$ cat src/hdl/emrs_pkg.sv
// Shared types and constants for the energy meter report scheduler.
// Holds field widths, register reset values, reciprocal constants and the
// structs passed from the scaling pipeline and the register file to the scheduler.
package emrs_pkg;

	// Field widths
	localparam int RAW_W   = 24;
	localparam int VOLTS_W = 16;
	localparam int AMPS_W  = 16;
	localparam int WATTS_W = 28;
	localparam int EMWH_W  = 32;
	localparam int EINC_W  = 23;   // largest increment is 16777215*5/18 = 4660337
	localparam int SECS_W  = 16;
	localparam int REG_W   = 16;
	localparam int VQ_W    = 18;   // raw_voltage/100 fits in 18 bits

	// APB register file
	localparam int APB_DW  = 32;
	localparam int PADDR_W = 5;

	typedef enum logic [2:0] {
		REG_VOLT_THR      = 3'd0,
		REG_AMP_THR       = 3'd1,
		REG_WATT_THR      = 3'd2,
		REG_MWH_THR       = 3'd3,
		REG_MIN_REPORT    = 3'd4,
		REG_MAX_REPORT    = 3'd5,
		REG_SAVE_INTERVAL = 3'd6
	} reg_idx_t;

	localparam logic [REG_W-1:0] VOLT_THR_RST      = 16'd30;
	localparam logic [REG_W-1:0] AMP_THR_RST       = 16'd2000;
	localparam logic [REG_W-1:0] WATT_THR_RST      = 16'd20;
	localparam logic [REG_W-1:0] MWH_THR_RST       = 16'd2000;
	localparam logic [REG_W-1:0] MIN_REPORT_RST    = 16'd10;
	localparam logic [REG_W-1:0] MAX_REPORT_RST    = 16'd60;
	localparam logic [REG_W-1:0] SAVE_INTERVAL_RST = 16'd600;

	localparam logic [SECS_W-1:0] SECS_MAX = 16'hFFFF;

	// Exact constant division: floor(x*a/d) == (x*ceil(2^s*a/d)) >> s for the
	// full input range, with s chosen so that 2^s > x_max*d.
	// raw_voltage/100
	localparam int               V100_SHIFT = 31;
	localparam int               V100_PW    = 49;
	localparam logic [24:0]      V100_RECIP = 25'd21474837;
	// q*1087/5000, same as q*21740/100000
	localparam int               VOLT_SHIFT = 31;
	localparam int               VOLT_PW    = 47;
	localparam logic [28:0]      VOLT_RECIP = 29'd466862946;
	// raw_current*9/6250, same as raw_current*144/100000
	localparam int               AMP_SHIFT  = 37;
	localparam int               AMP_PW     = 52;
	localparam logic [27:0]      AMP_RECIP  = 28'd197912093;
	// raw_energy*5/18, same as raw_energy*100/360
	localparam int               EN_SHIFT   = 29;
	localparam int               EN_PW      = 52;
	localparam logic [27:0]      EN_RECIP   = 28'd149130809;

	// Scaled values of one item, leaving the scaling pipeline
	typedef struct packed {
		logic [VOLTS_W-1:0] volts;
		logic [AMPS_W-1:0]  amps;
		logic [WATTS_W-1:0] watts;
		logic [EINC_W-1:0]  e_inc;
	} scaled_t;

	// Configuration registers as seen by the scheduler
	typedef struct packed {
		logic [REG_W-1:0] volt_thr;
		logic [REG_W-1:0] amp_thr;
		logic [REG_W-1:0] watt_thr;
		logic [REG_W-1:0] mwh_thr;
		logic [REG_W-1:0] min_report_secs;
		logic [REG_W-1:0] max_report_secs;
		logic [REG_W-1:0] save_interval_secs;
	} cfg_t;

endpackage

$ cat src/hdl/emrs_if.sv


interface emrs_out_if;
	logic                          valid;
	logic                          ready;
	logic [emrs_pkg::VOLTS_W-1:0]  volts_deci;
	logic [emrs_pkg::AMPS_W-1:0]   amps_milli;
	logic [emrs_pkg::WATTS_W-1:0]  watts_deci;
	logic [emrs_pkg::EMWH_W-1:0]   energy_mwh;
	logic                          report_now;
	logic                          save_now;

	modport source (output valid, volts_deci, amps_milli, watts_deci, energy_mwh,
		report_now, save_now, input ready);
	modport sink (input valid, volts_deci, amps_milli, watts_deci, energy_mwh,
		report_now, save_now, output ready);
endinterface

$ cat src/hdl/emrs_sched.sv
// Report and save scheduler: change detection, energy total, second counters
// and the result register. Depends on emrs_pkg and emrs_out_if.
module emrs_sched (
	input  logic              clk,
	input  logic              arst_n,
	input  logic              s_valid,
	output logic              s_ready,
	input  emrs_pkg::scaled_t s_data,
	input  emrs_pkg::cfg_t    cfg,
	emrs_out_if.source        result
);

	logic                            out_vld_q;
	logic                            move;
	logic [emrs_pkg::VOLTS_W-1:0]    volts_q, prev_volts_q, dv;
	logic [emrs_pkg::AMPS_W-1:0]     amps_q, prev_amps_q, da;
	logic [emrs_pkg::WATTS_W-1:0]    watts_q, prev_watts_q, dw;
	logic [emrs_pkg::EMWH_W-1:0]     energy_total_q, energy_nxt;
	logic                            report_q, save_q;
	logic                            pending_q, pend;
	logic [emrs_pkg::SECS_W-1:0]     secs_rpt_q, secs_save_q, rs, ss;
	logic                            report, save;

	function automatic logic [emrs_pkg::SECS_W-1:0] sat_inc(
		input logic [emrs_pkg::SECS_W-1:0] v);
		return (v == emrs_pkg::SECS_MAX) ? v : v + emrs_pkg::SECS_W'(1);
	endfunction

	// Output register frees when empty or taken
	assign s_ready = !out_vld_q || result.ready;
	assign move    = s_valid && s_ready;

	// Absolute differences against the previous item
	assign dv = (s_data.volts >= prev_volts_q) ? s_data.volts - prev_volts_q
		: prev_volts_q - s_data.volts;
	assign da = (s_data.amps >= prev_amps_q) ? s_data.amps - prev_amps_q
		: prev_amps_q - s_data.amps;
	assign dw = (s_data.watts >= prev_watts_q) ? s_data.watts - prev_watts_q
		: prev_watts_q - s_data.watts;

	// The previous energy always equals the old total, so its change is the increment
	assign energy_nxt = energy_total_q + emrs_pkg::EMWH_W'(s_data.e_inc);

	assign pend = pending_q
		|| (dv > cfg.volt_thr)
		|| (da > cfg.amp_thr)
		|| (dw > emrs_pkg::WATTS_W'(cfg.watt_thr))
		|| (s_data.e_inc > emrs_pkg::EINC_W'(cfg.mwh_thr));

	// Advance both second counters, then decide
	assign rs     = sat_inc(secs_rpt_q);
	assign ss     = sat_inc(secs_save_q);
	assign report = (pend && (rs >= cfg.min_report_secs)) || (rs >= cfg.max_report_secs);
	assign save   = ss > cfg.save_interval_secs;

	always_ff @(posedge clk or negedge arst_n) begin
		if (!arst_n) begin
			out_vld_q      <= 1'b0;
			prev_volts_q   <= '0;
			prev_amps_q    <= '0;
			prev_watts_q   <= '0;
			energy_total_q <= '0;
			pending_q      <= 1'b0;
			secs_rpt_q     <= '0;
			secs_save_q    <= '0;
		end else begin
			if (s_ready) out_vld_q <= s_valid;
			if (move) begin
				prev_volts_q   <= s_data.volts;
				prev_amps_q    <= s_data.amps;
				prev_watts_q   <= s_data.watts;
				energy_total_q <= energy_nxt;
				pending_q      <= report ? 1'b0 : pend;
				secs_rpt_q     <= report ? '0 : rs;
				secs_save_q    <= save ? '0 : ss;
			end
		end
	end

	// Result payload
	always_ff @(posedge clk) begin
		if (move) begin
			volts_q  <= s_data.volts;
			amps_q   <= s_data.amps;
			watts_q  <= s_data.watts;
			report_q <= report;
			save_q   <= save;
		end
	end

	assign result.valid      = out_vld_q;
	assign result.volts_deci = volts_q;
	assign result.amps_milli = amps_q;
	assign result.watts_deci = watts_q;
	assign result.energy_mwh = energy_total_q;
	assign result.report_now = report_q;
	assign result.save_now   = save_q;

endmodule

$ cat src/flat_wrapper.sv
// flat-port wrapper written by rule: the top's interface ports become plain ports
module emrs_sched_flat 
  (clk, arst_n, s_valid, s_ready, s_data, cfg, result_valid, result_volts_deci, result_amps_milli, result_watts_deci, result_energy_mwh, result_report_now, result_save_now, result_ready);
  emrs_out_if result_i ();
  input  logic clk;
  input  logic arst_n;
  input  logic s_valid;
  output logic s_ready;
  input  emrs_pkg::scaled_t s_data;
  input  emrs_pkg::cfg_t cfg;
  output wire logic [$bits(result_i.valid)-1:0] result_valid;
  output wire logic [$bits(result_i.volts_deci)-1:0] result_volts_deci;
  output wire logic [$bits(result_i.amps_milli)-1:0] result_amps_milli;
  output wire logic [$bits(result_i.watts_deci)-1:0] result_watts_deci;
  output wire logic [$bits(result_i.energy_mwh)-1:0] result_energy_mwh;
  output wire logic [$bits(result_i.report_now)-1:0] result_report_now;
  output wire logic [$bits(result_i.save_now)-1:0] result_save_now;
  input wire logic [$bits(result_i.ready)-1:0] result_ready;
  assign result_valid = result_i.valid;
  assign result_volts_deci = result_i.volts_deci;
  assign result_amps_milli = result_i.amps_milli;
  assign result_watts_deci = result_i.watts_deci;
  assign result_energy_mwh = result_i.energy_mwh;
  assign result_report_now = result_i.report_now;
  assign result_save_now = result_i.save_now;
  assign result_i.ready = result_ready;
  emrs_sched u_core (.clk(clk), .arst_n(arst_n), .s_valid(s_valid), .s_ready(s_ready), .s_data(s_data), .cfg(cfg), .result(result_i));
endmodule
$ cat config.mk
export PLATFORM = sky130hd
export DESIGN_NAME = emrs_sched_flat
export DESIGN_NICKNAME = d
export VERILOG_FILES = /design/src/hdl/emrs_pkg.sv /design/src/hdl/emrs_if.sv /design/src/hdl/emrs_sched.sv /design/src/flat_wrapper.sv
export SDC_FILE = /design/constraint.sdc
export NUM_CORES = 1
export LEC_CHECK = 0
export ABC_CLOCK_PERIOD_IN_PS = 9310
export BUFFER_PORTS_ARGS = -buffer_cell sky130_fd_sc_hd__buf_4
export CORE_MARGIN = 2
export CORE_UTILIZATION = 40
export CTS_CLUSTER_DIAMETER = 40
export DETAILED_ROUTE_END_ITERATION = 16
export SLEW_MARGIN = 10
export SYNTH_ARGS = -nofsm -noshare
export SYNTH_HDL_FRONTEND = slang
export SYNTH_SLANG_ARGS = --single-unit
$ cat constraint.sdc
create_clock -name clk -period 9.31 [get_ports clk]
set_input_delay 2.793 -clock clk [delete_from_list [all_inputs] [get_ports clk]]
set_output_delay 2.793 -clock clk [all_outputs]
set_load 0.02 [all_outputs]
---- After elaboration in Yosys (flattened, before gate mapping) ----
Cells that the tools add are included.
operators by class
  div/mod/pow operators ................... 0
  multipliers ............................. 0
  add/subtract/negate cells ............... 9
  bitwise operators ....................... 0
  mux-type cells .......................... 8
  magnitude comparators ................... 10
  equality and inequality tests ........... 2
  shift-type cells ........................ 0
  reduce and logical (&&, ||, !) cells .... 9
operators with widths
  cell                                                              number
  16-bit two-way mux                                                6
  16-bit >= comparator                                              4
  16-bit subtractor                                                 4
  28-bit subtractor                                                 2
  16-bit greater-than comparator                                    3
  16-bit by 1-bit adder with 16-bit output (second input constant)  2
  32-bit by 23-bit adder with 32-bit output                         1
  16-bit equality test (second input constant)                      2
  28-bit >= comparator                                              1
  28-bit by 16-bit greater-than comparator with 1-bit output        1
  28-bit two-way mux                                                1
  23-bit by 16-bit greater-than comparator with 1-bit output        1
  1-bit logical OR                                                  6
  1-bit logical AND                                                 2
  1-bit zero test                                                   1
  1-bit two-way mux                                                 1
word-level totals
  logic and storage cells ................. 51
  output and inout port bits .............. 96
  latch bits .............................. 0
  RAM bits ................................ 0
  memories ................................ 0
  input bits .............................. 199
  flip-flop bits (word level) ............. 188
  ROM bits ................................ 0

---- Longest topological paths before layout ----
  word-level depth ........................ 10
  gate-level depth with buffers ........... 29
  mapped depth without buffers ............ 27

---- Least setup slack after synthesis ----
OpenSTA, ideal clock, no wires.
  path type ............................... input to register
  start ................................... input s_data[51] in the netlist's numbering
  end ..................................... register u_core.report_q, in the netlist u_core.result.report_now, data pin
  stages on the path ...................... 28
  arrival ................................. 8.474 ns
  required time ........................... 9.045 ns
  buffers on the path ..................... 1
  slack ................................... 0.570 ns
  library setup time ...................... 0.265 ns
  path through ............................ inv_1 > ha_1 > inv_1 > fa_1 > a21o_1 > a21o_1 > a21oi_1 > o21ai_0 > a21oi_1 > o21ai_0 > o21ai_0 > a31oi_1 > a211oi_1 > clkbuf_1 > mux2i_1 > xnor2_1 > ha_1 > a21o_1 > nand3_1 > a21oi_1 > a211oi_1 > nor3_1 > nor4_1 > nand3_1 > or4bb_1 > a2111oi_4 > nand4b_4 > nor2b_1
between the ends
  cells in the longest elaborated chain, start to end .. 8
  elaborated cells between the ends (all ways) .. 10
  those cells by class .................... add/sub: 2; order compare: 2; mux: 1; reduce/logical: 5
RTL lines
  item                                             line               text
  from (decl)                                      flat_wrapper.sv:9  input emrs_pkg::scaled_t s_data;
  16-bit subtractor, or another cell as far along  emrs_sched.sv:37   : prev_amps_q - s_data.amps;
  16-bit two-way mux *                             emrs_sched.sv:36   assign da = (s_data.amps >= prev_amps_q) ? s_data.amps - prev_amps_q
  16-bit greater-than comparator *                 emrs_sched.sv:46   || (da > cfg.amp_thr)
  1-bit logical OR *                               emrs_sched.sv:46
  1-bit logical OR *                               emrs_sched.sv:47   || (dw > emrs_pkg::WATTS_W'(cfg.watt_thr))
  1-bit logical OR *                               emrs_sched.sv:48   || (s_data.e_inc > emrs_pkg::EINC_W'(cfg.mwh_thr));
  1-bit logical AND *                              emrs_sched.sv:53   assign report = (pend && (rs >= cfg.min_report_secs)) || (rs >= cfg.max_report_secs);
  1-bit logical OR *                               emrs_sched.sv:53
  named net u_core.report                          emrs_sched.sv:22   logic report, save;
  to (signal assigned)                             emrs_sched.sv:86   report_q <= report;
  to (decl)                                        emrs_sched.sv:19   logic report_q, save_q;
Mark *: on every way through the listed nets, which the timed path passes. The rest lies on a longest branch.
A chain may end at the register's enable or synchronous reset.

---- Worst setup path after layout ----
  start ................................... input s_data[23] in the netlist's numbering
  end ..................................... register u_core.secs_rpt_q[1] in the netlist's numbering
between the ends
  cells in the longest elaborated chain, start to end .. 8
  elaborated cells between the ends (all ways) .. 10
  those cells by class .................... add/sub: 2; order compare: 2; mux: 2; reduce/logical: 4
RTL lines
  item                                                          line              text
  28-bit subtractor, or another cell as far along               emrs_sched.sv:39  : prev_watts_q - s_data.watts;
  28-bit two-way mux *                                          emrs_sched.sv:38  assign dw = (s_data.watts >= prev_watts_q) ? s_data.watts - prev_watts_q
  28-bit by 16-bit greater-than comparator with 1-bit output *  emrs_sched.sv:47
  1-bit logical OR *                                            emrs_sched.sv:47
  1-bit logical OR *                                            emrs_sched.sv:48
  1-bit logical AND *                                           emrs_sched.sv:53
  1-bit logical OR *                                            emrs_sched.sv:53
  16-bit two-way mux *                                          emrs_sched.sv:74  secs_rpt_q <= report ? '0 : rs;
  to (signal assigned)                                          emrs_sched.sv:74
  to (decl)                                                     emrs_sched.sv:21  logic [emrs_pkg::SECS_W-1:0] secs_rpt_q, secs_save_q, rs, ss;
Every way passes the cells marked *; elsewhere a longest branch is shown, timed or not.

==> summary.txt <==
Yosys
  • Syn Inst Count: ~2000
  • Syn_area_per_cell: about 8.4 um2
  • EDFF count, synth: 62
  • Sequential area share after synthesis: 29.6%
  • Synth cell types: 74
  • Flop and latch count out of synthesis: 188
  • Primary FF master, synth: dfrtp_1
  • Net Count, Synth: approximately 2500
  • Ys async rst share: 67.0%
  • YS warnings: 0
  • Post-Syn Area: around 0.017 mm2

Detailed routing
  • Vias post-DR: approximately 15000
  • Routed Antenna Nets: 0
  • First DRT Iteration DRCs: between 900 and 1000
  • Via/cell ratio: about 5.4
  • Routed length per instance: between 15 and 20 um
  • DR pass1 iterations: 7
  • DRT Wirelength: about 47000 um
  • Drc violations: 0

Critical path
  • Max stage delay on crit path: 0.55 ns
  • CP Buf/Inv Count: 5
  • Crit path depth: 27
  • Crit path launch: s_data[23]
  • R2R Path Start: u_core.prev_watts_q[0]
  • Required time of the critical path: just under 10 ns
  • R2R Setup Slk: between 2 and 3 ns
  • Delay-heaviest family, CP: compound AO/OA/AOI/OAI gates
  • Reg2reg path depth: 25
  • Critical path capture point type: flop
  • Worst r2r dst: u_core.secs_rpt_q[1]
  • Crit path top cell by count: a21oi_1
  • Critical path class: in -> reg
  • CP max FO: 9
  • Setup crit start kind: primary input
  • Worst path arrival time: 9.27 ns
  • Crit path to: u_core.secs_rpt_q[1]
  • Slowest CP cell: or4bb_1

STA
  • Final setup fails: 0
  • Slew Limit Fails: 0
  • Fin crit period: 8.89 ns
  • Rel. slew slack: approximately 37%
  • Final Skew: between 0.008 and 0.009 ns
  • Fin worst setup slack: around 0.42 ns
  • Hold Fails Final Rpt: 0
  • Unrepaired setup endpoints after global routing: no
  • Period utilization: between 90% and 100%
  • Worst hold slack: around 0.48 ns
  • Max frequency: 113 MHz
  • Slew @ Worst Pin: 0.943 ns

Power
  • PwrDens: 195 mW/mm2
  • Combinational group share of total power: between 50% and 60%
  • Sw frac: roughly 42%
  • P_leak: approximately 10 nW
  • Internal power: 2.28 mW
  • Seq pwr share: roughly 28%
  • Switch Pwr: 1.68 mW
  • Max VDD drop: ~0.00014 V
  • Clock share of power: between 15 and 20%

Die
  • Initial core utilization: a little over 40%
  • Die area: between 0.04 and 0.05 mm2
  • Height of the die: 210 um
  • Core area: about 0.042 mm2
  • Number of I/O pins: around 300
  • Die width: about 210 um
  • Row count: 75

Global route
  • Overflow after GRT: 0
  • Largest net degree at the start of global routing: 88
  • First-pass GRT wire length: a little under 80000 um
  • Number of global-route vias before repair: 15000
  • Initial antenna violation count: 1
  • Total Routing Usage GR: between 20% and 30%

CTS
  • CTS Sinks: about 190
  • Clock Path Buffers: 2
  • CTS Buf Count: 17
  • Worst-Skew Late Latency: approximately 0.46 ns
  • CTS tree: yes
  • Post-CTS setup buffers: 0
  • Post-CTS Hold Fix Bufs: 0
  • Clock Root Buffer: clkbuf_16
  • H-tree level count: 4
  • CTS clock-pin slew for the worst setup and hold paths: 0.07 ns

Flow run
  • Max Cap Viol: 0

Placed design
  • GP Congestion: 0.932
  • Placed cell area: 0.0197 mm2
  • DP HPWL: about 38000 um
  • PortBufs: 294
  • DP Worst Slack: -0.131 ns

Min path
  • Type of the most critical hold path: reg -> reg

Outcome
  • Outcome: finished, final reports clean

Final layout
  • Diode count: 0
  • Area grow syn2layout: 19.9%
  • Core Util, Final: between 40% and 50%
  • Post-route cell area: around 0.020 mm2
  • Share of cells above drive strength 1: 16.9%
  • Final nets: around 2700
==> stage by stage <==
stage / TNS (ns) / instances / power [mW]
finish: 0 / 2830 / 3.96
global route: 0 / 2830 / 4.31
CTS: 0 / 2830 / 4.00
detailed placement: -1.19 / 2798 / 3.25
global placement: 0 / 2798 / 3.20
floorplan: 0 / 2007 / 2.61
==> sequential cells by signal, indices dropped and copies added, names as in the netlist <==
name,flops
u_core.result.amps_milli,16
u_core.result.volts_deci,16
u_core.prev_volts_q,16
u_core.prev_amps_q,16
u_core.result.save_now,1
u_core.result.valid,1
u_core.secs_rpt_q,16
u_core.pending_q,1
u_core.secs_save_q,16
u_core.result.energy_mwh,32
u_core.result.watts_deci,28
u_core.result.report_now,1
u_core.prev_watts_q,28
==> cell usage in the layout (no fill, tap or decap), types with 23 or more instances in the layout <==
master    instances
buf_4           313
inv_1           273
ha_1            254
nand2_1         199
a21oi_1         158
o21ai_0         151
dfrtp_1         126
nor2_1          102
xnor2_1          66
edfxtp_1         62
a21o_1           60
nand3_1          45
mux2i_1          39
nand4_1          38
xor2_1           36
nor3_1           31
nor2b_1          23
o21a_1           23
a211oi_1         23
==> area by class of cell <==
class	instances	area (um2)
multi-input combinational	1483	10700
inverter	274	1030
clock buffer	17	425
fill	4124	21500
clock inverter	15	125
tap	539	674
sequential	188	5010
timing repair buffer	314	2360
==> logic make-up (layout without fill, tap and decap cells) <==
logic type / count (synthesis) / count (layout) / synth area share, %
fa+ha+maj: 261 / 261 / 19.6
xor+xnor: 102 / 102 / 5.28
compound gates: 560 / 560 / 20.8
flops: 188 / 188 / 29.6
simple gates: 511 / 511 / 14.2
buf+inv: 336 / 620 / 7.54
mux: 49 / 49 / 2.99
==> synthesized netlist by cell type, types with 23 or more instances <==
cell type | instances | share of area [%]
a211oi_1 | 24 | 1.1
a21o_1 | 60 | 2.7
a21oi_1 | 158 | 4.7
clkbuf_1 | 54 | 1.2
dfrtp_1 | 126 | 19
edfxtp_1 | 62 | 11
ha_1 | 254 | 19
inv_1 | 273 | 6.1
mux2i_1 | 39 | 2.3
nand2_1 | 200 | 4.4
nand3_1 | 45 | 1.3
nand4_1 | 38 | 1.4
nor2_1 | 102 | 2.3
nor2b_1 | 23 | 0.85
nor3_1 | 31 | 0.92
o21a_1 | 23 | 1.0
o21ai_0 | 151 | 4.5
xnor2_1 | 66 | 3.4
xor2_1 | 36 | 1.9
==> timing repair <==
| item | CTS | global route |
|---|---|---|
| hold endpoints to repair | 0 | 0 |
| gates resized for setup | 0 | 3 |
| endpoints found under the setup margin | 0 | 12 |
==> worst reg2reg max path: stages, from the launching register on <==
cell and delay (ns):
dfrtp_1 0.36, ha_1 0.17, inv_1 0.05, fa_1 0.42, a211oi_2 0.20, o21ai_1 0.12, o31a_1 0.34, o311a_1 0.41
or3_1 0.44, nand2_1 0.18, buf_4 0.22, a21oi_1 0.14, a21oi_1 0.21, xnor2_1 0.09, ha_1 0.31, nand4_1 0.13
or3_1 0.40, mux2i_1 0.23, a21oi_1 0.12, a211oi_1 0.27, nand3_1 0.17, or4bb_1 0.55, a2111oi_4 0.46, nand4b_4 0.27
buf_4 0.27, a21oi_1 0.14
==> metal layers <==
metal	share of wire, %	GRT usage, %	vias to the layer above
li1	-	-	7547
met1	46	28.6	7133
met2	46	35.5	431
met3	5.8	4.34	59
met4	2.4	7.65	2
met5	0.011	0	-
==> power groups by stage <==
stage,clock [mW],sequential [mW],combinational [mW]
after CTS,0.743,1.13,2.13
after global placement,0,1.14,2.07
after global routing,0.777,1.15,2.39
final,0.714,1.13,2.12
after detailed placement,0,1.14,2.12
after floorplan,0,1.19,1.42
==> worst min path at each step <==
stage | from | endpoint | slack, ns | cells after the start
3_5_place_dp | u_core.result.energy_mwh[31] | u_core.result.energy_mwh[31] | 0.48 | 1
2_1_floorplan | u_core.secs_save_q[12] | u_core.secs_save_q[12] | 0.50 | 2
6_report | u_core.result.energy_mwh[31] | u_core.result.energy_mwh[31] | 0.48 | 1
5_1_grt | u_core.result.energy_mwh[26] | u_core.result.energy_mwh[26] | 0.51 | 1
3_3_place_gp | u_core.result.energy_mwh[31] | u_core.result.energy_mwh[31] | 0.47 | 1
4_1_cts | u_core.result.energy_mwh[31] | u_core.result.energy_mwh[31] | 0.49 | 1
(Power assumes the default switching activity.)
